===== src/clbm_pkg.sv =====
// Shared types, operation codes and command codes of the chunked list buffer manager.
`timescale 1ns / 1ps

package clbm_pkg;

    localparam int POOL_CHUNKS_DEF = 64;
    localparam int CHUNK_SIZE_DEF  = 16;
    localparam int NUM_LISTS_DEF   = 16;
    localparam int LEN_W           = 11;

    localparam logic [1:0] OP_PUSH  = 2'd0;
    localparam logic [1:0] OP_POP   = 2'd1;
    localparam logic [1:0] OP_GET   = 2'd2;
    localparam logic [1:0] OP_CLEAR = 2'd3;

    localparam logic [4:0] CMD_NOP        = 5'd0;
    localparam logic [4:0] CMD_LOAD       = 5'd1;
    localparam logic [4:0] CMD_PUSH_START = 5'd2;
    localparam logic [4:0] CMD_PUSH_FIRST = 5'd3;
    localparam logic [4:0] CMD_PUSH_CHECK = 5'd4;
    localparam logic [4:0] CMD_PUSH_LINK  = 5'd5;
    localparam logic [4:0] CMD_PUSH_NEW   = 5'd6;
    localparam logic [4:0] CMD_PUSH_WRITE = 5'd7;
    localparam logic [4:0] CMD_POP_START  = 5'd8;
    localparam logic [4:0] CMD_POP_TAKE   = 5'd9;
    localparam logic [4:0] CMD_POP_READ   = 5'd10;
    localparam logic [4:0] CMD_POP_FIX    = 5'd11;
    localparam logic [4:0] CMD_GET_START  = 5'd12;
    localparam logic [4:0] CMD_GET_STEP   = 5'd13;
    localparam logic [4:0] CMD_GET_READ   = 5'd14;
    localparam logic [4:0] CMD_CLR_START  = 5'd15;
    localparam logic [4:0] CMD_CLR_STEP   = 5'd16;
    localparam logic [4:0] CMD_EMIT       = 5'd17;

    typedef struct packed {
        logic [1:0]  operation;
        logic [3:0]  list_id;
        logic [31:0] push_value;
        logic [9:0]  element_index;
    } req_t;

    typedef struct packed {
        logic             ok;
        logic [31:0]      read_value;
        logic [LEN_W-1:0] list_length;
    } rsp_t;

    typedef struct packed {
        logic [4:0] code;
    } cmd_t;

    typedef struct packed {
        logic [1:0] op;
        logic       id_ok;
        logic       has_last;
        logic       has_first;
        logic       fh_chunk;
        logic       count_zero;
        logic       idx_ok;
        logic       rd_full;
        logic       rd_fill_zero;
        logic       fix;
        logic       get_hit;
        logic       has_next;
        logic       out_free;
    } sts_t;

endpackage


===== src/clbm_ctrl.sv =====
// Controller state machine that sequences each operation through the datapath.
`timescale 1ns / 1ps

module clbm_ctrl (
    input  logic           clk,
    input  logic           rst_n,
    input  logic           req_valid,
    output logic           req_ready,
    input  clbm_pkg::sts_t sts,
    output clbm_pkg::cmd_t cmd
);

    localparam logic [3:0] S_IDLE = 4'd0;
    localparam logic [3:0] S_DISP = 4'd1;
    localparam logic [3:0] S_PT   = 4'd2;
    localparam logic [3:0] S_P1   = 4'd3;
    localparam logic [3:0] S_PN   = 4'd4;
    localparam logic [3:0] S_PN2  = 4'd5;
    localparam logic [3:0] S_PW   = 4'd6;
    localparam logic [3:0] S_Q1   = 4'd7;
    localparam logic [3:0] S_Q2   = 4'd8;
    localparam logic [3:0] S_Q3   = 4'd9;
    localparam logic [3:0] S_G1   = 4'd10;
    localparam logic [3:0] S_G2   = 4'd11;
    localparam logic [3:0] S_C1   = 4'd12;
    localparam logic [3:0] S_EMIT = 4'd13;

    logic [3:0] state_reg;
    logic [3:0] state_next;

    assign req_ready = state_reg == S_IDLE;

    always_comb
    begin
        state_next = state_reg;
        cmd.code   = clbm_pkg::CMD_NOP;
        case (state_reg)
            S_IDLE:
            begin
                if (req_valid)
                begin
                    cmd.code   = clbm_pkg::CMD_LOAD;
                    state_next = S_DISP;
                end
            end
            S_DISP:
            begin
                state_next = S_EMIT;
                if (sts.id_ok)
                begin
                    case (sts.op)
                        clbm_pkg::OP_PUSH:
                        begin
                            if (sts.has_last)
                            begin
                                cmd.code   = clbm_pkg::CMD_PUSH_START;
                                state_next = S_P1;
                            end
                            else if (sts.fh_chunk)
                            begin
                                cmd.code   = clbm_pkg::CMD_PUSH_START;
                                state_next = S_PT;
                            end
                        end
                        clbm_pkg::OP_POP:
                        begin
                            if (!sts.count_zero && sts.has_last)
                            begin
                                cmd.code   = clbm_pkg::CMD_POP_START;
                                state_next = S_Q1;
                            end
                        end
                        clbm_pkg::OP_GET:
                        begin
                            if (sts.idx_ok && sts.has_first)
                            begin
                                cmd.code   = clbm_pkg::CMD_GET_START;
                                state_next = S_G1;
                            end
                        end
                        default:
                        begin
                            cmd.code = clbm_pkg::CMD_CLR_START;
                            if (sts.has_first)
                            begin
                                state_next = S_C1;
                            end
                        end
                    endcase
                end
            end
            S_PT:
            begin
                cmd.code   = clbm_pkg::CMD_PUSH_FIRST;
                state_next = S_PW;
            end
            S_P1:
            begin
                cmd.code = clbm_pkg::CMD_PUSH_CHECK;
                if (!sts.rd_full)
                begin
                    state_next = S_PW;
                end
                else if (sts.fh_chunk)
                begin
                    state_next = S_PN;
                end
                else
                begin
                    state_next = S_EMIT;
                end
            end
            S_PN:
            begin
                cmd.code   = clbm_pkg::CMD_PUSH_LINK;
                state_next = S_PN2;
            end
            S_PN2:
            begin
                cmd.code   = clbm_pkg::CMD_PUSH_NEW;
                state_next = S_PW;
            end
            S_PW:
            begin
                cmd.code   = clbm_pkg::CMD_PUSH_WRITE;
                state_next = S_EMIT;
            end
            S_Q1:
            begin
                if (sts.rd_fill_zero)
                begin
                    state_next = S_EMIT;
                end
                else
                begin
                    cmd.code   = clbm_pkg::CMD_POP_TAKE;
                    state_next = S_Q2;
                end
            end
            S_Q2:
            begin
                cmd.code   = clbm_pkg::CMD_POP_READ;
                state_next = sts.fix ? S_Q3 : S_EMIT;
            end
            S_Q3:
            begin
                cmd.code   = clbm_pkg::CMD_POP_FIX;
                state_next = S_EMIT;
            end
            S_G1:
            begin
                if (sts.get_hit)
                begin
                    cmd.code   = clbm_pkg::CMD_GET_STEP;
                    state_next = S_G2;
                end
                else if (sts.has_next)
                begin
                    cmd.code = clbm_pkg::CMD_GET_STEP;
                end
                else
                begin
                    state_next = S_EMIT;
                end
            end
            S_G2:
            begin
                cmd.code   = clbm_pkg::CMD_GET_READ;
                state_next = S_EMIT;
            end
            S_C1:
            begin
                cmd.code = clbm_pkg::CMD_CLR_STEP;
                if (!sts.has_next)
                begin
                    state_next = S_EMIT;
                end
            end
            S_EMIT:
            begin
                if (sts.out_free)
                begin
                    cmd.code   = clbm_pkg::CMD_EMIT;
                    state_next = S_IDLE;
                end
            end
            default:
            begin
                state_next = S_IDLE;
            end
        endcase
    end

    always_ff @(posedge clk or negedge rst_n)
    begin
        if (!rst_n)
        begin
            state_reg <= S_IDLE;
        end
        else
        begin
            state_reg <= state_next;
        end
    end

endmodule

===== config.mk =====
export PLATFORM = sky130hd
export DESIGN_NAME = clbm_ctrl
export DESIGN_NICKNAME = d
export VERILOG_FILES = /design/src/clbm_pkg.sv /design/src/clbm_ctrl.sv
export SDC_FILE = /design/constraint.sdc
export NUM_CORES = 1
export LEC_CHECK = 0
export BUFFER_PORTS_ARGS = -buffer_cell sky130_fd_sc_hd__buf_4
export CAP_MARGIN = 5
export CORE_UTILIZATION = 30
export CTS_BUF_LIST = sky130_fd_sc_hd__clkbuf_4
export DETAILED_ROUTE_END_ITERATION = 8
export GPL_ROUTABILITY_DRIVEN = 0
export PLACE_DENSITY = 0.52
export REMOVE_ABC_BUFFERS = 1
export SLEW_MARGIN = 0
export SYNTH_ARGS = -nofsm -noshare
export SYNTH_HDL_FRONTEND = slang
export SYNTH_SLANG_ARGS = --single-unit

===== constraint.sdc =====
create_clock -name clk -period 2.52 [get_ports clk]
set_input_delay 0.126 -clock clk [delete_from_list [all_inputs] [get_ports clk]]
set_output_delay 0.126 -clock clk [all_outputs]
set_load 0.02 [all_outputs]

# [Word level (Yosys, flattened, before mapping)]
# Index checks and enable logic that the tools add are counted.
[totals] output_inout_bits=6 inputBits=17 reg_bits=4 word_cells=54
[op_classes] n_eq_ne=17 n_mux=28 n_reduce_logical=8
[ops] operator="$pmux 5 s14" count=1
[ops] operator="$mux 4" count=15
[ops] operator="$pmux 4 s11" count=1
[ops] operator="$eq 4x4->1 const B" count=6
[ops] operator="$eq 4x3->1 const B" count=4
[ops] operator="$pmux 5 s3" count=1
[ops] operator="$pmux 4 s3" count=1
[ops] operator="$mux 5" count=2
[ops] operator="$mux 3" count=3
[ops] operator="$eq 4x2->1 const B" count=2
[ops] operator="$eq 4x1->1 const B" count=1
[ops] operator="$logic_not 4->1" count=1
[ops] operator="$mux 2" count=2
[ops] operator="$ne 2x2->1 const B" count=2
[ops] operator="$reduce_or 3->1" count=1
[ops] operator="$eq 2x1->1 const B" count=1
[ops] operator="$eq 2x2->1 const B" count=1
[ops] operator="$logic_and 1x1->1" count=2
[ops] operator="$logic_not 2->1" count=1
[ops] operator="$mux 1" count=2
[ops] operator="$reduce_and 2->1" count=1
[ops] operator="$reduce_or 2->1" count=1
[ops] operator="$logic_not 1->1" count=1

# [Logic depth before layout (Yosys ltp)]
# Gate-level depths: netlist of the first run.
[logic_depth] depth_word=6 ltp_mapped=5

# [Worst setup path after synthesis of the first run]
# No wires, ideal clock.
[synth_timing] path_kind="register -> output" startpoint="register state_reg[1]" endpoint="output cmd[3] (netlist bit)" path_slack_ns=0.793 required_time_ns=2.394 arrival_time_ns=1.601 n_path_buf=1 stages_incl_launch_ff=5 cell_sequence="dfrtp_1 -> buf_6 -> nor4b_4 -> nand3_1 -> o311ai_1"
[synth_lines] element="start, declared" line="clbm_ctrl.sv:28" text="logic [3:0] state_reg;"
[synth_lines] element="start signal, assigned" line="clbm_ctrl.sv:202" text="state_reg <= state_next;"
[synth_lines] element="end, declared" line="clbm_ctrl.sv:10" text="output clbm_pkg::cmd_t cmd"

==> results of run 1 <==
-- through the flow --
step	setup slack [ns]	utilization (%)	hold slack (ns)	total power, µW
final	0.391	42.7	0.218	957
after global routing	0.234	42.7	0.229	1050
after CTS	0.396	42.7	0.210	959
after detailed placement	0.660	41.1	-0.0769	873
after global placement	0.672	41.1	-0.0779	879
after floorplan	0.683	-	-0.170	616
-- cells in the mapped netlist (3+ instances only) --
cell / count / share of area (%)
nand2_1: 11 / 6.0
nor2_1: 8 / 4.4
a21oi_1: 7 / 5.1
inv_1: 6 / 3.3
o21ai_0: 5 / 3.7
buf_2: 4 / 2.9
dfrtp_1: 4 / 15
nand3_1: 4 / 2.9
o21ai_1: 4 / 2.9
o311ai_1: 4 / 5.1
clkbuf_1: 3 / 1.6
nor2b_1: 3 / 2.7
o22ai_1: 3 / 2.7
-- cell families after synthesis --
| family | share of synthesized area [%] |
|---|---|
| simple gates | 33.5 |
| compound gates | 36.0 |
| buf+inv | 11.7 |
| flops | 14.6 |
| xor+xnor | 2.56 |
| mux | 1.65 |
-- power groups by stage --
stage / clock network, µW / registers (µW) / logic (µW)
finish: 80.9 / 165 / 711
global route: 87.3 / 174 / 786
global placement: 0 / 166 / 713
CTS: 83.3 / 165 / 710
detailed placement: 0 / 166 / 707
floorplan: 0 / 200 / 416
-- critical path: stages (launching register included) --
cell,delay (ns)
dfrtp_1,0.58
nor4b_4,0.51
nand2_2,0.10
o31a_1,0.30
o311ai_1,0.08
buf_4,0.19
-- layer usage --
metal	global-route usage [%]	up-vias
met1	23.5	388
met2	29.3	16
met5	0	-
met3	1.54	0
li1	-	417
met4	7.62	0
-- worst min path at each step --
stage	slack, ns	start	to	cells past startpoint
6_report	0.22	rst_n	state_reg[2]	2
5_1_grt	0.23	rst_n	state_reg[1]	2
4_1_cts	0.21	rst_n	state_reg[1]	2
3_5_place_dp	-0.08	rst_n	state_reg[0]	1
3_3_place_gp	-0.08	rst_n	state_reg[3]	1
2_1_floorplan	-0.17	rst_n	state_reg[0]	0
-- area by class of cell --
class                      count  share of cell area, %
multi-input combinational     81                   57.2
timing repair buffer          25                   21.6
clock buffer                   3                   2.56
inverter                       8                   3.41
tap                           27                   3.84
sequential                     4                   11.4
-- repair_timing --
item	4_1_cts	5_1_grt
setup endpoints to repair	0	0
endpoints found under the hold margin	4	0
hold buffers	1	0
==> impl_metrics.toml, run 1 <==
[logic_synthesis]
ys_ff_latch = 4
seq_area_frac_synth_pct = 14.6
synth_top_flop_cell = "dfrtp_1"
synth_cell_type_count = 41
yosysWarnings = 0
synth_edf_count = 0
avgSynthCellArea_um2 = 6.71
synthCells = 102
async_flop_share_pct = 100
syn-cell-area_um2 = 684

[cells_and_area]
final_common_cell = "buf_4"
instances_no_fill = 148
nNetsFinal = 140
diodes = 0
drive_gt1_share_pct = 25.6
regArea_um2 = 100
final_cell_mix = "buf_4, nand2_1, nor2_1"
fillers = 219
final_area_um2 = 881
multi_input_area_um2 = 504
area_growth_pct = 28.7
largest_reg_flops = 4

[worst_setup_path]
crit_path_start = "state_reg[1]"
critical_path_peak_fanout = 18
required_ns = 2.39
reg2reg_depth = 4
r2r-start = "state_reg[1]"
critPathKind = "reg -> out"
rrSetupSlack_ns = 0.84
crit_path_end = "cmd[3]"
cp.arrival_ns = 2.00
r2r_end = "state_reg[0]"
critPathLaunchType = "register"
end_kind = "output pin"

[timing]
fin_crit_sh_pct = 84.5
relSlewSlack_pct = 61.6
max_freq_mhz = 470
hold_violations = 0
drv_slew = 0
finalSetupViolCount = 0
finClkSkew_ns = 0.00761
rsz0062_at_grt = "no"
tightest_slew_ns = 0.576
setup_tns_ns = 0
min_period_ns = 2.13

[route]
dr.pass1.iters = 4
ant_nets = 0
vias = 821
topRoutingLayerUsed = "met3"
met1Wirelength_um = 1000
wl_met2_um = 973
drc = 0
totalWireLength_um = 2040
wl_per_cell_um = 13.8
vias_per_cell = 5.55
drtIter0Drc = 23
wl_met3_um = 65

[clocking]
clk_path_buf_depth = 2
numClockSinks = 4
cts.clk_slew.worst_paths_ns = 0.04
cts_buffers = 3
cts_tree = "done"
cts_resized = 0
htreeDepth = 1
cts_root_buf = "clkbuf_4"
clk_latency_ns = 0.24
postCtsSetupRepairBufs = 0

[power]
swShare_pct = 52.8
p_switching_uw = 506
peakVddDrop_uv = 531
clockPowerShare_pct = 8.5
pwr-share-comb_pct = 74.3
power.share.sequential_pct = 17.3
p_int_uw = 451
p_leak_uw = 0.000369
power.density_nw_per_um2 = 1090

[place]
place_hpwl_um = 1580
dp_cells = 144
port_buffers = 22
placed_area_um2 = 848

[floorplanning]
pin_count = 23
core_um2 = 2060
rows = 16
initial_core_util_pct = 33.2
die_area_um2 = 2480
fp.dieH_um = 49.8
die_w_um = 49.8

[hold_path]
hold_path.class = "in -> async"

[global_route]
track_usage_pct = 17.8
grt_antenna_before_repair = 0
grt_pass1_vias = 778
grt_max_degree = 20
overflow = 0
grt_pass1_wl_um = 3390

[run_status]
outcome = "completed"

[run]
drv_cap = 0
(Power assumes the default switching activity.)
==> run 2, diff against run 1 <==
Settings changed: ABC_AREA set to 1, PLACE_DENSITY 0.52 to 0.55.
Clock period 2.52 ns to 1.79 ns, I/O delays scaled along.
==> impl_metrics.toml, run 2 <==
[cells_and_area]
area_growth_pct = 36.1
final_common_cell = "nand2_1"
diodes = 0
post-route-util_pct = 44.1
largest_reg_flops = 4
final_cell_mix = "nand2_1, buf_4, inv_1"
regArea_um2 = 100
multi_input_area_um2 = 459
drive_gt1_share_pct = 24.3
nNetsFinal = 167
fillers = 220

[timing]
finalSetupViolCount = 0
drv_slew = 0
setup_tns_ns = 0
rsz0062_at_grt = "no"
min_period_ns = 1.68
relSlewSlack_pct = 71.6
max_freq_mhz = 596
whs_ns = 0.151
finClkSkew_ns = 0.00348
hold_violations = 0
tightest_slew_ns = 0.422
fin_crit_sh_pct = 93.7

[route]
dr.pass1.iters = 5
drc = 0
wl_per_cell_um = 10.7
drtIter0Drc = 14
totalWireLength_um = 1870
ant_nets = 0
vias = 851
vias_per_cell = 4.86

[logic_synthesis]
synth_xor_xnor_area_share_pct = 0
async_flop_share_pct = 100
yosys-top-cells-count = "nand2_1, inv_1, nor2_1"
synth_compound_area_share_pct = 12.1
synth_top_flop_cell = "dfrtp_1"
synth_top_cells_by_area = "nand2_1, dfrtp_1, inv_1"
synth_adder_area_share_pct = 0
yosysWarnings = 0
avgSynthCellArea_um2 = 5.26
synth_top_area_share_pct = 24.6
synth_edf_count = 0
seq_area_frac_synth_pct = 15.6
synth_cell_type_count = 19
synth_top_family_by_area = "simple AND/OR/NAND/NOR gates"
synth_most_common_cell = "nand2_1"
synth_top_cell_by_area = "nand2_1"
synth_mux_area_share_pct = 0
synthCells = 122
syn-cell-area_um2 = 642
ys_ff_latch = 4
synthSimpleGateAreaFrac_pct = 59.5

[power]
power.density_nw_per_um2 = 1500
p_leak_uw = 0.000526
peakVddDrop_uv = 610

[run_status]
outcome = "completed"

[worst_setup_path]
required_ns = 1.70
reg2reg_depth = 7
cp.arrival_ns = 1.59
critPathKind = "reg -> out"
critical_path_peak_fanout = 5
end_kind = "output pin"
critPathLaunchType = "register"

[run]
drv_cap = 0

[global_route]
overflow = 0
grt_antenna_before_repair = 0
grt_pass1_wl_um = 2880
track_usage_pct = 17.6
grt_max_degree = 7
grt_pass1_vias = 720

[floorplanning]
rows = 16
pin_count = 23
core_um2 = 1980
initial_core_util_pct = 32.4
fp.dieH_um = 48.3
die_w_um = 48.3
die_area_um2 = 2330

[clocking]
cts.clk_slew.worst_paths_ns = 0.04
cts_buffers = 3
htreeDepth = 1
cts_tree = "done"
cts_root_buf = "clkbuf_4"
clk_path_buf_depth = 2
numClockSinks = 4
clk_latency_ns = 0.23

[hold_path]
hold_path.class = "in -> reg"
whs_path_depth = 2

[place]
port_buffers = 22
place_hpwl_um = 1620
==> run 2: changes by cell type after synthesis, moves of 4 or more <==
cell	previous run	this run
nand2_1	11	42
inv_1	6	20
nand3_1	4	12
nor2_1	8	13
buf_2	4	0
nand4_1	2	6
o311ai_1	4	0
==> run 2: metal layers <==
metal	track usage, %	part of all wire, %
met3	3.33	7.4
met1	22.6	45
met5	0	0
met4	4.44	2.7
met2	30.1	45
==> run 2: kinds of logic (layout without fill, tap and decap cells) <==
kind of cell | after synthesis | in the layout
AO/OA/AOI/OAI | 13 | 13
buffers and inverters | 22 | 48
flip-flops | 4 | 4
AND/OR/NAND/NOR | 83 | 83
==> run 2: final timing paths <==
check / end / from / slack, ns
max: cmd[0] / state_reg[3] / 0.11
min: state_reg[1] / sts[5] / 0.15
max reg2reg: state_reg[2] / state_reg[0] / 0.42
min reg2reg: state_reg[1] / state_reg[2] / 0.82
max in group asynchronous: state_reg[3] / rst_n / 1.50
min in group asynchronous: state_reg[1] / rst_n / 0.19
==> run 2: cell type report <==
type | count | share of cell area [%]
sequential | 4 | 11.5
multi-input combinational | 96 | 52.6
inverter | 22 | 9.46
tap | 27 | 3.87
clock buffer | 3 | 2.58
timing repair buffer | 23 | 20.1
==> run 2: what timing repair did <==
| item | in CTS | in global routing |
|---|---|---|
| hold buffers | 1 | 0 |
| resized for setup | 0 | 2 |
| buffers inserted | 0 | 0 |
| endpoints found under the hold margin | 4 | 0 |
| setup endpoints to repair | 0 | 3 |
==> run 2: per-stage QoR <==
stage | cells | cell area [µm²] | total power, µW | setup WS [ns]
floorplan | 122 | 642 | 862 | 0.482
global placement | 171 | 841 | 1190 | 0.370
detailed placement | 171 | 841 | 1180 | 0.359
CTS | 175 | 873 | 1300 | 0.0968
global route | 175 | 873 | 1430 | 0.000654
finish | 175 | 873 | 1310 | 0.112
==> run 2: power breakdown <==
group	total (µW)	switching, µW	internal (µW)
logic	994	620	374
registers	204	65.6	139
clock network	111	36.3	75.0
==> run 2: critical path, stage by stage (launching register included) <==
cell and delay (ns):
dfrtp_1 0.45, nor2_2 0.23, nand2_1 0.14, nor2_2 0.18, nand3_1 0.10, nand4_1 0.11, buf_4 0.15
